File: src/fbc_div.sv
`timescale 1ns / 1ps
// Iterative Q16.16 divider, one quotient bit per cycle, with saturation.
// Depends on nothing beyond its parameter.
module fbc_div #(
    parameter int W = 32
) (
    input  logic         i_clk,
    input  logic         i_rst_n,
    input  logic         i_start,
    input  logic [W-1:0] i_a,
    input  logic [W-1:0] i_b,
    output logic         o_done,
    output logic [W-1:0] o_q
);

    localparam int NW = W + 16;
    localparam int CW = $clog2(NW);
    localparam logic [W-1:0]  VMAX = {1'b0, {(W-1){1'b1}}};
    localparam logic [W-1:0]  VMIN = {1'b1, {(W-1){1'b0}}};
    localparam logic [NW-1:0] QLIM = NW'(VMAX);

    logic          r_busy;
    logic          r_done;
    logic [CW-1:0] r_cnt;
    logic [NW-1:0] r_num;
    logic [NW-1:0] r_q;
    logic [W-1:0]  r_rem;
    logic [W-1:0]  r_mb;
    logic          r_neg;
    logic          r_zero;
    logic [W-1:0]  r_zres;
    logic [W:0]    rem_sh;
    logic          ge;
    logic [W:0]    rem_sub;
    logic [W-1:0]  ma;

    assign ma      = i_a[W-1] ? -i_a : i_a;
    assign rem_sh  = {r_rem, r_num[NW-1]};
    assign ge      = rem_sh >= {1'b0, r_mb};
    assign rem_sub = rem_sh - {1'b0, r_mb};

    always_ff @(posedge i_clk) begin
        if (!i_rst_n) begin
            r_busy <= 1'b0;
            r_done <= 1'b0;
        end else begin
            r_done <= 1'b0;
            if (i_start) begin
                r_busy <= (i_b != '0);
                r_done <= (i_b == '0);
            end else if (r_busy && (r_cnt == '0)) begin
                r_busy <= 1'b0;
                r_done <= 1'b1;
            end
        end
    end

    always_ff @(posedge i_clk) begin
        if (i_start) begin
            r_num  <= {ma, 16'b0};
            r_q    <= '0;
            r_rem  <= '0;
            r_mb   <= i_b[W-1] ? -i_b : i_b;
            r_neg  <= i_a[W-1] ^ i_b[W-1];
            r_cnt  <= CW'(NW - 1);
            r_zero <= (i_b == '0);
            if (i_a == '0) begin
                r_zres <= '0;
            end else begin
                r_zres <= i_a[W-1] ? VMIN : VMAX;
            end
        end else if (r_busy) begin
            r_num <= {r_num[NW-2:0], 1'b0};
            r_q   <= {r_q[NW-2:0], ge};
            r_rem <= ge ? rem_sub[W-1:0] : rem_sh[W-1:0];
            r_cnt <= r_cnt - CW'(1);
        end
    end

    always_comb begin
        if (r_zero) begin
            o_q = r_zres;
        end else if (r_q > QLIM) begin
            o_q = r_neg ? VMIN : VMAX;
        end else begin
            o_q = r_neg ? -r_q[W-1:0] : r_q[W-1:0];
        end
    end

    assign o_done = r_done;

endmodule

File: config.mk
export PLATFORM = sky130hd
export DESIGN_NAME = fbc_div
export DESIGN_NICKNAME = d
export VERILOG_FILES = /design/src/fbc_div.sv
export SDC_FILE = /design/constraint.sdc
export NUM_CORES = 1
export LEC_CHECK = 0
export BUFFER_PORTS_ARGS = -buffer_cell sky130_fd_sc_hd__buf_2
export CORE_UTILIZATION = 40
export DETAILED_ROUTE_END_ITERATION = 7
export GPL_TIMING_DRIVEN = 0
export HOLD_SLACK_MARGIN = 0.1
export SETUP_SLACK_MARGIN = 0.05
export SLEW_MARGIN = 0
export SYNTH_ARGS = -nofsm -noshare
export SYNTH_HDL_FRONTEND = slang
export SYNTH_SLANG_ARGS = --single-unit
File: constraint.sdc
create_clock -name i_clk -period 3.9 [get_ports i_clk]
set_clock_uncertainty 0.05 [all_clocks]
set_input_delay 0.975 -clock i_clk [delete_from_list [all_inputs] [get_ports i_clk]]
set_output_delay 0.975 -clock i_clk [all_outputs]
set_load 0.02 [all_outputs]
### Yosys cells after proc, flatten, opt, wreduce, memory -nomap -nowiden

Index checks and enable logic that the tools add are counted.

* register bits after elaboration: 186
* output and inout port bits: 33
* logic and storage cells: 40

* add/sub/neg operators: 5
* $lt $le $gt $ge: 2
* mux-type cells: 14
* bitwise gates (word level): 1
* reduce and logical (&&, ||, !) cells: 7

Operators by type and width (count)
* 32-bit two-way mux: 7
* 48-bit two-way mux: 2
* 32-bit negator: 3
* 32-bit logical NOT: 2
* 48-bit by 31-bit greater-than comparator with 1-bit output, second input constant: 1
* 33-bit by 32-bit >= comparator with 1-bit output: 1
* 32-bit nonzero test: 1
* 32-bit subtractor: 1
* 31-bit two-way mux: 1
* 6-bit logical NOT: 1
* 6-bit by 1-bit subtractor with 6-bit output, second input constant: 1
* 1-bit two-way mux: 4
* 2-bit nonzero test: 2
* 1-bit logical AND: 1
* 1-bit bitwise XOR: 1

### Logic depth before layout (Yosys ltp)

* depth after elaboration: 4
* depth in mapped cells: 12
* depth with buffers taken out: 11

### Least setup slack after synthesis

No wires, ideal clock.

* kind: register to output
* start point: register r_q[0]
* end point: output o_q[19]
* data arrival time: 2674 ps
* setup slack: 201 ps
* stages on the path, launching flop included: 9
* path through: dfxtp_1 -> or3_1 -> or3_1 -> or3_1 -> or4_4 -> o21ai_4 -> o21ai_1 -> xor2_1 -> a21oi_1

* longest elaborated chain between the ends: 4

Ends and longest elaborated chain
* start: declaration: RTL line 26 `logic [NW-1:0] r_q;`
* start signal: assignment: RTL line 74 `r_q <= {r_q[NW-2:0], ge};`
* 32-bit negator: RTL line 86 `o_q = r_neg ? -r_q[W-1:0] : r_q[W-1:0];`
* 32-bit two-way mux: RTL line 86
* 32-bit two-way mux *: RTL line 83 `end else if (r_q > QLIM) begin`
* 32-bit two-way mux *: RTL line 81 `if (r_zero) begin`
* end: declaration: RTL line 13 `output logic [W-1:0] o_q`

Every way passes the cells marked *; elsewhere a longest branch is shown, timed or not.

### Worst setup path in the final report

* start point: register r_q[0]
* end point: output o_q[23]

The elaborated chain is that of the path after synthesis.

==> results.sh <==
export IMPL_status="finished with violations"
export IMPL_failed_checks="negative setup slack"
export IMPL_power_report_internal_total_mw=3.24
export IMPL_slew_viol_final=0
export IMPL_remaining_drc_errors=0
export IMPL_synth_compound_area_share_pct=19.0
export IMPL_synth_simple_area_share_pct=21.3
export IMPL_worstMarginPinSlew_ps=952
export IMPL_cts_root_buf="clkbuf_16"
export IMPL_holdPathEnd="r_cnt[0]"
export IMPL_syn_area_per_cell_sq_um=8.41
export IMPL_yosysSeqAreaShare_pct=37.3
export IMPL_vias=9441
export IMPL_io_buffers=98
export IMPL_track_usage_pct=21.8
export IMPL_place_congestion=0.898
export IMPL_r2r_end="r_rem[25]"
export IMPL_worst_slack_ps=-279
export IMPL_rsz0062_at_grt="yes"
export IMPL_grt_max_degree=38
export IMPL_die_w_um=162
export IMPL_initial_utilization_pct=40.6
export IMPL_crit_type="reg2out"
export IMPL_routed_wl_um=28300
export IMPL_first_global_vias=9069
export IMPL_crit_required_ps=2870
export IMPL_hold_violations=0
export IMPL_setup_violations=14
export IMPL_io_pins=100
export IMPL_max_freq_mhz=239
export IMPL_synth_main_ff_cell="dfxtp_1"
export IMPL_rrSetupSlack_ps=500
export IMPL_dr_pass1_iters=5
export IMPL_swShare_pct=31.7
export IMPL_timing_final_crit_share_pct=107
export IMPL_antenna_found_initial=2
export IMPL_clk_pin_slew_ps=60
export IMPL_period_needed_ps=4180
export IMPL_die_area_sq_um=26100
export IMPL_design_core_area_sq_um=25100
export IMPL_netlist_area_sq_um=10200
export IMPL_synth_cell_types=69
export IMPL_r2r_cells=11
export IMPL_first_iter_violations=635
export IMPL_area_growth_synth_to_final_pct=20.8
export IMPL_clock_sinks=156
export IMPL_p_clk_share_pct=36.0
export IMPL_relSlewSlack_pct=36.5
export IMPL_r2r_start="r_mb[1]"
export IMPL_max_cap_violations=0
export IMPL_avgViaCountPerCell=5.54
export IMPL_power_per_cell_area_nw_per_um2=385
export IMPL_synth_edf_count=68
export IMPL_cts_made_buffers=17
export IMPL_synth_xor_area_share_pct=8.16
export IMPL_hold_ws_ps=425
export IMPL_cp_start_kind="flip-flop"
export IMPL_pwr_share_comb_pct=24.4
export IMPL_p_leak_nw=5.01
export IMPL_hold_depth=2
export IMPL_syn_inst=1213
export IMPL_min_delay_start="r_cnt[0]"
export IMPL_dpl_worst_slack_ps=-393
export IMPL_cp_arrival_ps=3150
export IMPL_switching_power_mw=1.50
export IMPL_routedWlPerCell_um=16.6
export IMPL_drive_gt1_share_pct=17.6
export IMPL_path_max_fanout=4
export IMPL_synth_area_mux_share_pct=5.00
export IMPL_grt_pass1_wl_um=45600
export IMPL_ys_ff_latch=156
export IMPL_async_reset_ff_share_pct=0
export IMPL_synth_top_family_by_area="simple AND/OR/NAND/NOR gates"
export IMPL_pwr_share_seq_pct=39.6
export IMPL_fin_nets=1464
export IMPL_htree_levels=4
export IMPL_synthAdderAreaFrac_pct=4.74
export IMPL_ant_nets=0
export IMPL_synth_nets=1318
export IMPL_peakVddDrop_mv=0.279
export IMPL_clock_path_buffers=2
export IMPL_hpwl_um=20700
export IMPL_worstSkewPairLatency_ps=430
export IMPL_cts_tree="done"
export IMPL_die_h_um=162
export IMPL_end_kind="primary output"
export IMPL_rows=58
export IMPL_ys_warn_count=0
export IMPL_grt_remaining_overflow=0
export IMPL_hp_class="reg2reg"
metrics by stage:
stage | area (sq um) | instances | TNS (ps) | power [mW] | utilization (%)
global placement | 11100 | 1641 | -12730 | 2.96 | 44.2
finish | 12300 | 1703 | -2810 | 4.74 | 49.1
floorplan | 10200 | 1213 | 0 | 2.65 | -
detailed placement | 11100 | 1641 | -16190 | 2.97 | 44.2
global route | 12300 | 1703 | -4540 | 4.97 | 49.1
CTS | 12100 | 1690 | -3240 | 4.73 | 48.1
metal layers:
layer | track usage, % | vias up | share of wire, % | wire length, um
met4 | 7.93 | 0 | 2.9 | 810
met5 | 0 | - | 0 | 0
met1 | 28.7 | 4486 | 46 | 13000
li1 | - | 4656 | - | -
met3 | 3.22 | 57 | 4.6 | 1300
met2 | 36.4 | 242 | 47 | 13300
registers in the layout (all words and copies together), names as in the netlist:
name	count
o_done	1
r_busy	1
r_cnt	6
r_mb	32
r_neg	1
r_num	32
r_q	48
r_rem	32
r_zero	1
r_zres	2
area by class of cell:
type,count,area (sq um)
Buffer,64,250
Multi-Input combinational cell,935,6200
Inverter,57,216
Clock inverter,15,164
Sequential cell,156,3820
Clock buffer,17,425
Tap cell,330,413
Antenna cell,1,2.50
Fill cell,2493,12800
Timing Repair Buffer,128,825
cells in the mapped netlist, drive strengths merged (4+ instances only):
cell | number | area [sq um]
a211o | 4 | 35.0
or2 | 4 | 25.0
nand3b | 5 | 37.5
xnor2 | 50 | 438
xor2 | 45 | 394
clkbuf | 53 | 199
edfxtp | 68 | 2040
buf | 12 | 48.8
o31ai | 22 | 193
a21oi | 102 | 510
nor2 | 166 | 623
nor4 | 15 | 128
ha | 37 | 463
and3 | 13 | 81.3
nand4 | 10 | 62.6
a21o | 11 | 82.6
nand2 | 134 | 503
nand2b | 5 | 31.3
o41ai | 13 | 148
or4 | 16 | 146
or3 | 19 | 129
a31oi | 12 | 75.1
nor3 | 19 | 95.1
mux2i | 51 | 510
nor3b | 7 | 57.6
a311oi | 20 | 175
o211ai | 6 | 45.0
dfxtp | 88 | 1760
inv | 57 | 214
o21ai | 69 | 357
nor2b | 7 | 43.8
nand3 | 25 | 125
a211oi | 10 | 75.1
worst max-delay path, stage by stage (launching register included):
cell,delay [ps]
dfxtp_4,340
or3_4,380
or3_4,330
or3_4,340
or4_4,450
o21ai_4,230
buf_6,140
nand2_1,50
xor2_1,160
a21oi_1,140
buf_4,170
power by group through the flow:
stage	clock [mW]	combinational, mW	sequential [mW]
final	1.71	1.16	1.88
after global routing	1.81	1.28	1.89
after CTS	1.73	1.12	1.88
after detailed placement	0	1.06	1.91
after global placement	0	1.05	1.91
after floorplan	0	0.757	1.89
worst max path at each step:
stage	start	to
2_1_floorplan	r_q[0]	o_q[19]
3_3_place_gp	r_q[31]	o_q[10]
3_5_place_dp	i_start	r_num[29]
4_1_cts	r_q[0]	o_q[25]
5_1_grt	r_q[0]	o_q[17]
6_report	r_q[0]	o_q[23]
cell families after synthesis:
group                    Yosys count
AO/OA/AOI/OAI                    296
XOR/XNOR                          95
adder cells (fa/ha/maj)           38
buffers and inverters            122
flip-flops                       156
multiplexers                      51
AND/OR/NAND/NOR                  455
layout by cell type, fill, tap and decap left out, types with 13 or more instances in the layout:
cell       instances
clkbuf_1          47
nand2_1          128
xnor2_1           49
nor2_1           163
nand3_1           21
dfxtp_1           83
mux2i_1           51
ha_1              36
edfxtp_1          68
xor2_1            45
nor3_1            16
a21oi_1          101
and3_1            13
inv_1             55
o31ai_1           19
buf_2             85
a311oi_1          20
clkbuf_16         17
o21ai_0           57
buf_4             36
what timing repair did:
action / CTS / global route
hold buffers: 0 / 0
hold endpoints to repair: 0 / 0
setup buffers: 18 / 12
resized for setup: 67 / 42
pin swaps: 10 / 21
endpoints found under the setup margin: 30 / 31
Power figures use the tool's default switching activity.
