`config.mk`:
```
export PLATFORM = sky130hd
export DESIGN_NAME = fbc_alu
export DESIGN_NICKNAME = d
export VERILOG_FILES = /design/src/fbc_pkg.sv /design/src/fbc_alu.sv
export SDC_FILE = /design/constraint.sdc
export NUM_CORES = 2
export LEC_CHECK = 0
export BUFFER_PORTS_ARGS = -buffer_cell sky130_fd_sc_hd__buf_4
export CAP_MARGIN = 25
export CORE_UTILIZATION = 45
export DETAILED_ROUTE_END_ITERATION = 10
export GPL_TIMING_DRIVEN = 0
export PLACE_DENSITY = 0.6
export SLEW_MARGIN = 20
export SYNTH_ARGS = -nofsm -noshare
export SYNTH_HDL_FRONTEND = slang
export SYNTH_SLANG_ARGS = --single-unit
```
`constraint.sdc`:
```
create_clock -name vclk -period 31.7
set_input_delay 3.17 -clock vclk [all_inputs]
set_output_delay 3.17 -clock vclk [all_outputs]
set_load 0.02 [all_outputs]
```
`src/fbc_pkg.sv`:
```
`timescale 1ns / 1ps
// Package for the frustum box culler: micro-operation type, operation and phase codes,
// scratch store address map and the sequencer decode function.
// Depends on nothing; used by frustum_box_culler_unit and fbc_alu.
package fbc_pkg;

    // Operation codes of the micro-operations, run on the shared arithmetic unit or the divider.
    localparam logic [2:0] OP_MOV = 3'd0;
    localparam logic [2:0] OP_NEG = 3'd1;
    localparam logic [2:0] OP_ADD = 3'd2;
    localparam logic [2:0] OP_SUB = 3'd3;
    localparam logic [2:0] OP_MUL = 3'd4;
    localparam logic [2:0] OP_DIV = 3'd5;
    localparam logic [2:0] OP_TST = 3'd6;

    // Sequencer phases.
    localparam logic [2:0] PH_COF = 3'd0;
    localparam logic [2:0] PH_DET = 3'd1;
    localparam logic [2:0] PH_INV = 3'd2;
    localparam logic [2:0] PH_CRN = 3'd3;
    localparam logic [2:0] PH_PLN = 3'd4;
    localparam logic [2:0] PH_BOX = 3'd5;

    // Scratch store address map.
    localparam int          AW       = 7;
    localparam int          DEPTH    = 128;
    localparam logic [6:0]  PL_BASE  = 7'd16;
    localparam logic [6:0]  COF_BASE = 7'd40;
    localparam logic [6:0]  INV_BASE = 7'd56;
    localparam logic [6:0]  POS_BASE = 7'd72;
    localparam logic [6:0]  T_BASE   = 7'd96;
    localparam logic [6:0]  DET_ADDR = 7'd101;
    localparam logic [6:0]  H_BASE   = 7'd104;
    localparam logic [6:0]  E1_BASE  = 7'd108;
    localparam logic [6:0]  E2_BASE  = 7'd111;
    localparam logic [6:0]  BOX_LO   = 7'd120;
    localparam logic [6:0]  BOX_HI   = 7'd123;
    localparam logic [3:0]  BOX_TAG  = 4'b1111;
    localparam logic [3:0]  REBUILD_IDX = 4'd15;

    typedef struct packed {
        logic [2:0] op;
        logic [6:0] a;
        logic [6:0] b;
        logic [6:0] dst;
    } t_uop;

    typedef logic [0:4][2:0] t_pdef;

    function automatic t_uop mk(logic [2:0] op, logic [6:0] a, logic [6:0] b, logic [6:0] d);
        t_uop u;
        u.op  = op;
        u.a   = a;
        u.b   = b;
        u.dst = d;
        return u;
    endfunction

    function automatic logic [6:0] tmp(logic [2:0] n);
        return T_BASE + 7'(n);
    endfunction

    function automatic logic [6:0] a_m(logic [1:0] row, logic [1:0] col);
        return {3'b000, col, row};
    endfunction

    function automatic logic [6:0] a_cof(logic [1:0] r, logic [1:0] c);
        return COF_BASE + 7'({r, c});
    endfunction

    function automatic logic [6:0] a_inv(logic [1:0] r, logic [1:0] c);
        return INV_BASE + 7'({r, c});
    endfunction

    function automatic logic [6:0] a_pos(logic [2:0] k, logic [1:0] n);
        return POS_BASE + 7'(k) * 7'd3 + 7'(n);
    endfunction

    function automatic logic [6:0] a_pl(logic [2:0] p, logic [1:0] n);
        return PL_BASE + 7'({p, n});
    endfunction

    // Element n of the 3x3 minor that drops row r and column c.
    function automatic logic [6:0] a_mnr(logic [1:0] r, logic [1:0] c, logic [3:0] n);
        logic [1:0] mi;
        logic [1:0] mj;
        logic [1:0] ri;
        logic [1:0] cj;
        case (n)
            4'd0, 4'd1, 4'd2: mi = 2'd0;
            4'd3, 4'd4, 4'd5: mi = 2'd1;
            default:          mi = 2'd2;
        endcase
        case (n)
            4'd0, 4'd3, 4'd6: mj = 2'd0;
            4'd1, 4'd4, 4'd7: mj = 2'd1;
            default:          mj = 2'd2;
        endcase
        ri = (mi >= r) ? mi + 2'd1 : mi;
        cj = (mj >= c) ? mj + 2'd1 : mj;
        return a_m(ri, cj);
    endfunction

    // Clip-cube corner signs as {x, y, z}, a set bit meaning +1.
    function automatic logic [2:0] clip_sign(logic [2:0] k);
        case (k)
            3'd0:    return 3'b000;
            3'd1:    return 3'b010;
            3'd2:    return 3'b001;
            3'd3:    return 3'b100;
            3'd4:    return 3'b110;
            3'd5:    return 3'b101;
            default: return 3'b111;
        endcase
    endfunction

    // Per plane: edge one tip and base, edge two tip and base, point on the plane.
    function automatic t_pdef plane_def(logic [2:0] p);
        case (p)
            3'd0:    return {3'd1, 3'd0, 3'd3, 3'd0, 3'd0};
            3'd1:    return {3'd6, 3'd5, 3'd2, 3'd5, 3'd2};
            3'd2:    return {3'd2, 3'd0, 3'd1, 3'd0, 3'd0};
            3'd3:    return {3'd4, 3'd3, 3'd5, 3'd3, 3'd3};
            3'd4:    return {3'd1, 3'd4, 3'd6, 3'd4, 3'd1};
            default: return {3'd5, 3'd3, 3'd0, 3'd3, 3'd0};
        endcase
    endfunction

    function automatic logic [4:0] step_last(logic [2:0] ph);
        case (ph)
            PH_COF:  return 5'd14;
            PH_DET:  return 5'd7;
            PH_INV:  return 5'd15;
            PH_CRN:  return 5'd18;
            PH_PLN:  return 5'd20;
            default: return 5'd5;
        endcase
    endfunction

    function automatic logic [5:0] iter_last(logic [2:0] ph);
        case (ph)
            PH_COF:  return 6'd15;
            PH_DET:  return 6'd0;
            PH_INV:  return 6'd0;
            PH_CRN:  return 6'd6;
            PH_PLN:  return 6'd5;
            default: return 6'd47;
        endcase
    endfunction

    // Decode of the micro-operation for a phase, an iteration and a step.
    function automatic t_uop uop_of(logic [2:0] ph, logic [5:0] it, logic [4:0] s);
        logic [1:0] r;
        logic [1:0] c;
        logic [1:0] n;
        logic [2:0] k;
        logic [2:0] sg;
        logic [2:0] p;
        logic [2:0] cn;
        t_pdef      pd;
        t_uop       u;
        r  = it[3:2];
        c  = it[1:0];
        k  = it[2:0];
        sg = clip_sign(it[2:0]);
        p  = it[2:0];
        cn = it[2:0];
        pd = plane_def(it[2:0]);
        u  = mk(OP_MOV, T_BASE, T_BASE, T_BASE);
        case (ph)
            PH_COF: begin
                case (s)
                    5'd0:  u = mk(OP_MUL, a_mnr(r, c, 4'd4), a_mnr(r, c, 4'd8), tmp(3'd0));
                    5'd1:  u = mk(OP_MUL, a_mnr(r, c, 4'd5), a_mnr(r, c, 4'd7), tmp(3'd1));
                    5'd2:  u = mk(OP_SUB, tmp(3'd0), tmp(3'd1), tmp(3'd0));
                    5'd3:  u = mk(OP_MUL, a_mnr(r, c, 4'd0), tmp(3'd0), tmp(3'd2));
                    5'd4:  u = mk(OP_MUL, a_mnr(r, c, 4'd3), a_mnr(r, c, 4'd8), tmp(3'd0));
                    5'd5:  u = mk(OP_MUL, a_mnr(r, c, 4'd5), a_mnr(r, c, 4'd6), tmp(3'd1));
                    5'd6:  u = mk(OP_SUB, tmp(3'd0), tmp(3'd1), tmp(3'd0));
                    5'd7:  u = mk(OP_MUL, a_mnr(r, c, 4'd1), tmp(3'd0), tmp(3'd3));
                    5'd8:  u = mk(OP_MUL, a_mnr(r, c, 4'd3), a_mnr(r, c, 4'd7), tmp(3'd0));
                    5'd9:  u = mk(OP_MUL, a_mnr(r, c, 4'd4), a_mnr(r, c, 4'd6), tmp(3'd1));
                    5'd10: u = mk(OP_SUB, tmp(3'd0), tmp(3'd1), tmp(3'd0));
                    5'd11: u = mk(OP_MUL, a_mnr(r, c, 4'd2), tmp(3'd0), tmp(3'd4));
                    5'd12: u = mk(OP_SUB, tmp(3'd2), tmp(3'd3), tmp(3'd2));
                    5'd13: u = mk(OP_ADD, tmp(3'd2), tmp(3'd4), tmp(3'd2));
                    default: begin
                        u = mk((r[0] ^ c[0]) ? OP_NEG : OP_MOV, tmp(3'd2), tmp(3'd2),
                               a_cof(r, c));
                    end
                endcase
            end
            PH_DET: begin
                n = s[2:1];
                if (!s[0]) begin
                    u = mk(OP_MUL, a_m(2'd0, n), a_cof(2'd0, n), tmp(3'd0));
                end else if (n == 2'd0) begin
                    u = mk(OP_MOV, tmp(3'd0), tmp(3'd0), DET_ADDR);
                end else begin
                    u = mk(OP_ADD, DET_ADDR, tmp(3'd0), DET_ADDR);
                end
            end
            PH_INV: begin
                u = mk(OP_DIV, a_cof(s[1:0], s[3:2]), DET_ADDR, a_inv(s[3:2], s[1:0]));
            end
            PH_CRN: begin
                if (!s[4]) begin
                    n = s[3:2];
                    case (s[1:0])
                        2'd0: u = mk(sg[2] ? OP_MOV : OP_NEG, a_inv(n, 2'd0), a_inv(n, 2'd0),
                                     tmp(3'd0));
                        2'd1: u = mk(sg[1] ? OP_ADD : OP_SUB, tmp(3'd0), a_inv(n, 2'd1),
                                     tmp(3'd0));
                        2'd2: u = mk(sg[0] ? OP_ADD : OP_SUB, tmp(3'd0), a_inv(n, 2'd2),
                                     tmp(3'd0));
                        default: u = mk(OP_ADD, tmp(3'd0), a_inv(n, 2'd3), H_BASE + 7'(n));
                    endcase
                end else begin
                    n = s[1:0];
                    u = mk(OP_DIV, H_BASE + 7'(n), H_BASE + 7'd3, a_pos(k, n));
                end
            end
            PH_PLN: begin
                case (s)
                    5'd0, 5'd1, 5'd2: begin
                        n = s[1:0];
                        u = mk(OP_SUB, a_pos(pd[0], n), a_pos(pd[1], n), E1_BASE + 7'(n));
                    end
                    5'd3, 5'd4, 5'd5: begin
                        n = 2'(s - 5'd3);
                        u = mk(OP_SUB, a_pos(pd[2], n), a_pos(pd[3], n), E2_BASE + 7'(n));
                    end
                    5'd6:  u = mk(OP_MUL, E1_BASE + 7'd1, E2_BASE + 7'd2, tmp(3'd0));
                    5'd7:  u = mk(OP_MUL, E1_BASE + 7'd2, E2_BASE + 7'd1, tmp(3'd1));
                    5'd8:  u = mk(OP_SUB, tmp(3'd0), tmp(3'd1), a_pl(p, 2'd0));
                    5'd9:  u = mk(OP_MUL, E1_BASE + 7'd2, E2_BASE, tmp(3'd0));
                    5'd10: u = mk(OP_MUL, E1_BASE, E2_BASE + 7'd2, tmp(3'd1));
                    5'd11: u = mk(OP_SUB, tmp(3'd0), tmp(3'd1), a_pl(p, 2'd1));
                    5'd12: u = mk(OP_MUL, E1_BASE, E2_BASE + 7'd1, tmp(3'd0));
                    5'd13: u = mk(OP_MUL, E1_BASE + 7'd1, E2_BASE, tmp(3'd1));
                    5'd14: u = mk(OP_SUB, tmp(3'd0), tmp(3'd1), a_pl(p, 2'd2));
                    5'd15: u = mk(OP_MUL, a_pl(p, 2'd0), a_pos(pd[4], 2'd0), tmp(3'd0));
                    5'd16: u = mk(OP_MUL, a_pl(p, 2'd1), a_pos(pd[4], 2'd1), tmp(3'd1));
                    5'd17: u = mk(OP_ADD, tmp(3'd0), tmp(3'd1), tmp(3'd0));
                    5'd18: u = mk(OP_MUL, a_pl(p, 2'd2), a_pos(pd[4], 2'd2), tmp(3'd1));
                    5'd19: u = mk(OP_ADD, tmp(3'd0), tmp(3'd1), tmp(3'd0));
                    default: u = mk(OP_NEG, tmp(3'd0), tmp(3'd0), a_pl(p, 2'd3));
                endcase
            end
            PH_BOX: begin
                p = it[5:3];
                case (s)
                    5'd0: u = mk(OP_MUL, cn[2] ? BOX_HI : BOX_LO, a_pl(p, 2'd0), tmp(3'd0));
                    5'd1: u = mk(OP_MUL, (cn[1] ? BOX_HI : BOX_LO) + 7'd1, a_pl(p, 2'd1),
                                 tmp(3'd1));
                    5'd2: u = mk(OP_ADD, tmp(3'd0), tmp(3'd1), tmp(3'd0));
                    5'd3: u = mk(OP_MUL, (cn[0] ? BOX_HI : BOX_LO) + 7'd2, a_pl(p, 2'd2),
                                 tmp(3'd1));
                    5'd4: u = mk(OP_ADD, tmp(3'd0), tmp(3'd1), tmp(3'd0));
                    default: u = mk(OP_TST, tmp(3'd0), a_pl(p, 2'd3), tmp(3'd0));
                endcase
            end
            default: u = mk(OP_MOV, T_BASE, T_BASE, T_BASE);
        endcase
        return u;
    endfunction

endpackage

```
`src/fbc_alu.sv`:
```
`timescale 1ns / 1ps
// Shared saturating arithmetic unit: move, negate, add (also for a test), subtract and Q16.16 multiply.
// Depends on fbc_pkg for the operation codes.
module fbc_alu #(
    parameter int W = 32
) (
    input  logic [2:0]   i_op,
    input  logic [W-1:0] i_a,
    input  logic [W-1:0] i_b,
    output logic [W-1:0] o_y
);

    localparam int QW = 2 * W - 16;
    localparam logic [W-1:0]  VMAX = {1'b0, {(W-1){1'b1}}};
    localparam logic [W-1:0]  VMIN = {1'b1, {(W-1){1'b0}}};
    localparam logic [QW-1:0] QLIM = QW'(VMAX);

    logic [W-1:0]   ma;
    logic [W-1:0]   mb;
    logic [2*W-1:0] prod;
    logic [QW-1:0]  q;
    logic           neg;
    logic [W:0]     sum;
    logic [W:0]     dif;
    logic [W-1:0]   mul_y;
    logic [W-1:0]   add_y;
    logic [W-1:0]   sub_y;
    logic [W-1:0]   neg_y;

    assign ma   = i_a[W-1] ? -i_a : i_a;
    assign mb   = i_b[W-1] ? -i_b : i_b;
    assign prod = (2*W)'(ma) * (2*W)'(mb);
    assign q    = prod[2*W-1:16];
    assign neg  = i_a[W-1] ^ i_b[W-1];

    always_comb begin
        if (q > QLIM) begin
            mul_y = neg ? VMIN : VMAX;
        end else begin
            mul_y = neg ? -q[W-1:0] : q[W-1:0];
        end
    end

    assign sum   = {i_a[W-1], i_a} + {i_b[W-1], i_b};
    assign dif   = {i_a[W-1], i_a} - {i_b[W-1], i_b};
    assign add_y = (sum[W] != sum[W-1]) ? (sum[W] ? VMIN : VMAX) : sum[W-1:0];
    assign sub_y = (dif[W] != dif[W-1]) ? (dif[W] ? VMIN : VMAX) : dif[W-1:0];
    assign neg_y = (i_a == VMIN) ? VMAX : -i_a;

    always_comb begin
        case (i_op)
            fbc_pkg::OP_NEG: o_y = neg_y;
            fbc_pkg::OP_ADD: o_y = add_y;
            fbc_pkg::OP_TST: o_y = add_y;
            fbc_pkg::OP_SUB: o_y = sub_y;
            fbc_pkg::OP_MUL: o_y = mul_y;
            default:         o_y = i_a;
        endcase
    end

endmodule

```
# Word-level counts from Yosys, hierarchy flattened
# Cells that the tools add are included.
[classes]
shifts = 0
n_lt_le_gt_ge = 1
reduce_logical = 1
bitwise_logic = 1
eq_ne = 8
n_addsub = 5
div_mod_pow = 0
muxes = 11
multipliers = 1
[ops]
columns = ["op", "n"]
rows = [
  ["two-way mux 32 bit", 10],
  ["case mux 32 bit (4 select lines)", 1],
  ["negation 32 bit", 3],
  ["multiplier 32 x 32 -> 64 bit", 1],
  ["greater-than comparator 48 x 31 -> 1 bit, second input constant", 1],
  ["adder 32 x 32 -> 33 bit", 1],
  ["subtractor 32 x 32 -> 33 bit", 1],
  ["== test 32 bit, second input constant", 1],
  ["== test 3 x 2 -> 1 bit, second input constant", 2],
  ["== test 3 bit, second input constant", 2],
  ["== test 3 x 1 -> 1 bit, second input constant", 1],
  ["inequality test 1 bit", 2],
  ["OR reduction 2 bit", 1],
  ["XOR 1 bit", 1],
]
[totals]
latch_bits = 0
ff_bits = 0
out_inout_bits = 32
memories = 0
ramBits = 0
in_bits = 67
wordCells = 28
rom_bits = 0

# Depth between registers and ports, before layout
[logic_depth]
ltp_word = 7
ltp_mapped = 44
ltp_nobuf = 39

# Worst setup path after synthesis
# No wires, ideal clock.
[synth_path]
kind = "in2out"
startpoint = "in i_a[0]"
endpoint = "out o_y[29]"
n_path_buf = 2
t_required_ns = 28.530
slack_ns = 14.446
arrival_time_ns = 14.084
stages = 41
cell_sequence = "inv_1 > clkbuf_1 > ha_1 > nand2_1 > nor3_1 > nand2_1 > or3_1 > or3_1 > nor3_1 > nor2b_1 > xor2_1 > clkbuf_1 > nand2_1 > fa_1 > inv_1 > fa_1 > inv_1 > fa_1 > (+5 left out) > inv_1 > fa_1 > inv_1 > fa_1 > inv_1 > ha_1 > nand2_1 > o21ai_1 > a211oi_1 > or3_1 > nand3_1 > xor2_1 > or4_1 > or4_1 > nor3_2 > and2_1 > o211ai_1 > a41oi_1"
[synth_between]
elab_chain_cells = 7
word_cells_on_any_way = 18
cone_classes = "add/sub (4); mul (1); order compare (1); eq/ne (3); mux (9)"
[synth_rtl]
columns = ["item", "line", "text"]
rows = [
  ["from (decl)", "fbc_alu.sv:8", "input logic [W-1:0] i_a,"],
  ["negation 32 bit", "fbc_alu.sv:30, fbc_alu.sv:48", ""],
  ["two-way mux 32 bit", "fbc_alu.sv:30", "assign ma = i_a[W-1] ? -i_a : i_a;"],
  ["multiplier 32 x 32 -> 64 bit", "fbc_alu.sv:32", "assign prod = (2*W)'(ma) * (2*W)'(mb);"],
  ["negation 32 bit", "fbc_alu.sv:40", "mul_y = neg ? -q[W-1:0] : q[W-1:0];"],
  ["two-way mux 32 bit", "fbc_alu.sv:40", ""],
  ["two-way mux 32 bit", "fbc_alu.sv:37", "if (q > QLIM) begin"],
  ["case mux 32 bit (4 select lines) *", "fbc_alu.sv:51", "case (i_op)"],
  ["to (decl)", "fbc_alu.sv:10", "output logic [W-1:0] o_y"],
]
# Mark *: on every way between the ends. The rest lies on a longest branch, timed or not.

# Worst setup path after layout
[layout_path]
startpoint = "in i_a[0]"
endpoint = "out o_y[30]"
# Same word-level chain as after synthesis.

==> flow_summary.yaml <==
logic_synthesis:
  synthAdderAreaFrac_pct: 54.8
  ys_top_cells_by_area: "fa_1 45%, ha_1 10%, inv_1 8.9%"
  yosysWarnings: 0
  synth_area_per_cell_um2: 8.05
  syn_inst: 5005
  synth_xor_area_share_pct: 4.87
  synth_compound_gate_area_share_pct: 10.5
  yosys.area.top_type: "fa_1"
  synth_common_cells: "956 x inv_1, 897 x fa_1, 712 x nand2_1, 599 x nor2_1, 329 x ha_1"
  synth_nets: 6298
  synthMuxAreaShare_pct: 0.612
  synth_top_area_share_pct: 44.6
  yosys.area_share.simple_pct: 17.8
  synth_seq_area_share_pct: 0
  synth_area_mm2: 0.0403
  synth_top_family_by_area: "adder cells"
  ys_types: 92
  yosysMostFrequentCell: "inv_1"
placed_design:
  post-dp-hpwl_um: 153000
  place.gp.congestion: 1.03
  dpl_cell_area_mm2: 0.0437
  io_buffers: 97
sta:
  setup_viol: 0
  fmax_mhz: 44.6
  fin_crit_sh_pct: 70.7
  slew_violations: 0
  rsz0062_at_grt: "no"
  worst_pin_slew_ns: 1.24
  min_period_ns: 22.43
  relSlewSlack_pct: 17.0
  finalHoldViolCount: 0
  fin_tns_setup_ns: 0
die:
  dieArea_mm2: 0.0907
  placeableCoreArea_mm2: 0.0885
  ios: 99
  die_y_um: 301
  rows: 109
  die_w_um: 301
  start_util_pct: 45.5
drt:
  detail_route.wl_per_cell_um: 27.8
  drt-vias-per-instance: 5.89
  drt-total-wl_um: 176000
  drc_errors: 0
  drt_iter0_markers: 4045
  num_vias: 37300
  ant_nets: 0
  firstDrtPassIters: 6
global_route:
  antenna_found_initial: 5
  grt_max_degree: 12
  track_usage_pct: 39.2
  grt_overflow: 0
  grt_first_pass_wirelength_um: 256000
  grt_pass1_vias: 37700
final_layout:
  drive_gt1_share_pct: 5.46
  n_clock_buffer: 0
  areaGrowthSynthToFinish_pct: 8.53
  nets: 6457
  design.seq.count: 0
  stdcell_area_mm2: 0.0437
  seq_area_um2: 0
worst_setup_path:
  critPathCapture: "o_y[30]"
  cp-end-kind: "output pin"
  worstPathArrival_ns: 19.26
  startpoint: "i_a[0]"
  startpoint_type: "input port"
  cp_max_fo: 11
  slowest_delay_ns: 0.91
  crit_required_ns: 28.53
  slowest_stage: "xnor2_1"
  critical_path_class: "in -> out"
  crit_path_frequent_cell: "fa_1"
run_status:
  outcome: "finished clean"
clocking:
  cts_hold_buf: 0
  cts_setup_buffers: 0
  cts_resized: 0
worst_hold_path:
  hold_path_class: "in -> out"
job:
  cap_violations: 0
-- cells by family (layout without fill, tap and decap cells) --
group / after synthesis / in the layout
simple gates: 1664 / 1664
fa+ha+maj: 1226 / 1226
buf+inv: 1220 / 1377
compound gates: 650 / 650
xor+xnor: 223 / 223
mux: 22 / 22
other cells: 0 / 4
-- how the worst min path moves through the flow --
| stage | from | end | slack [ns] | cells after the start |
|---|---|---|---|---|
| CTS | i_a[25] | o_y[25] | 6.84 | 4 |
| global placement | i_a[25] | o_y[25] | 6.85 | 4 |
| global route | i_a[25] | o_y[25] | 6.86 | 4 |
| floorplan | i_a[15] | o_y[15] | 6.52 | 2 |
| finish | i_a[25] | o_y[25] | 6.85 | 4 |
| detailed placement | i_a[25] | o_y[25] | 6.84 | 4 |
-- through the flow --
stage          setup slack (ns)  std cells  hold WS, ns  util (%)
6_report                   9.27       6331         6.85      49.4
5_1_grt                    9.05       6327         6.86      49.4
4_1_cts                    9.80       6323         6.84      49.3
3_5_place_dp               9.86       6323         6.84      49.3
3_3_place_gp               9.57       6267         6.85      48.0
2_1_floorplan             14.45       5005         6.52         -
-- area by class of cell --
cell class	instances	area [um2]
diodes	4	10.0
plain buffers	261	1010
fillers	8866	44800
inverters	959	3600
multi-input cells	3785	36200
well taps	1165	1460
repair buffers	157	1440
-- cells in the final DEF, fill, tap and decap left out, drive strengths merged, types with 12 or more instances in the layout --
cell      n
a21o     36
or4      15
nor4     21
nor3     60
o31ai    24
o21bai   22
fa      897
nor2b    17
nand2   712
and3     13
a211oi   30
nand3    45
mux2i    14
nor2    599
xor2     63
a221oi   12
a21oi   184
o211ai   23
a31oi    30
o21ai   149
clkbuf  253
buf     165
ha      329
nand4    36
inv     956
nand2b   31
xnor2   160
or3      30
o21a     19
and4     13
and2     46
-- critical path: cells and delay by family --
family	cells	cell delay (ns)
fa+ha+maj	10	4.92
simple gates	14	4.70
buf+inv	9	2.87
compound gates	6	2.65
xor+xnor	1	0.91
-- layer usage --
| metal | up-vias | share of wire, % | track usage, % | wire length (um) |
|---|---|---|---|---|
| li1 | 15800 | - | - | - |
| met1 | 18700 | 39 | 52.5 | 68800 |
| met2 | 2275 | 42 | 57.7 | 74000 |
| met3 | 460 | 12 | 10.6 | 20900 |
| met4 | 6 | 6.8 | 21.0 | 12000 |
| met5 | - | 0.024 | 0 | 43 |
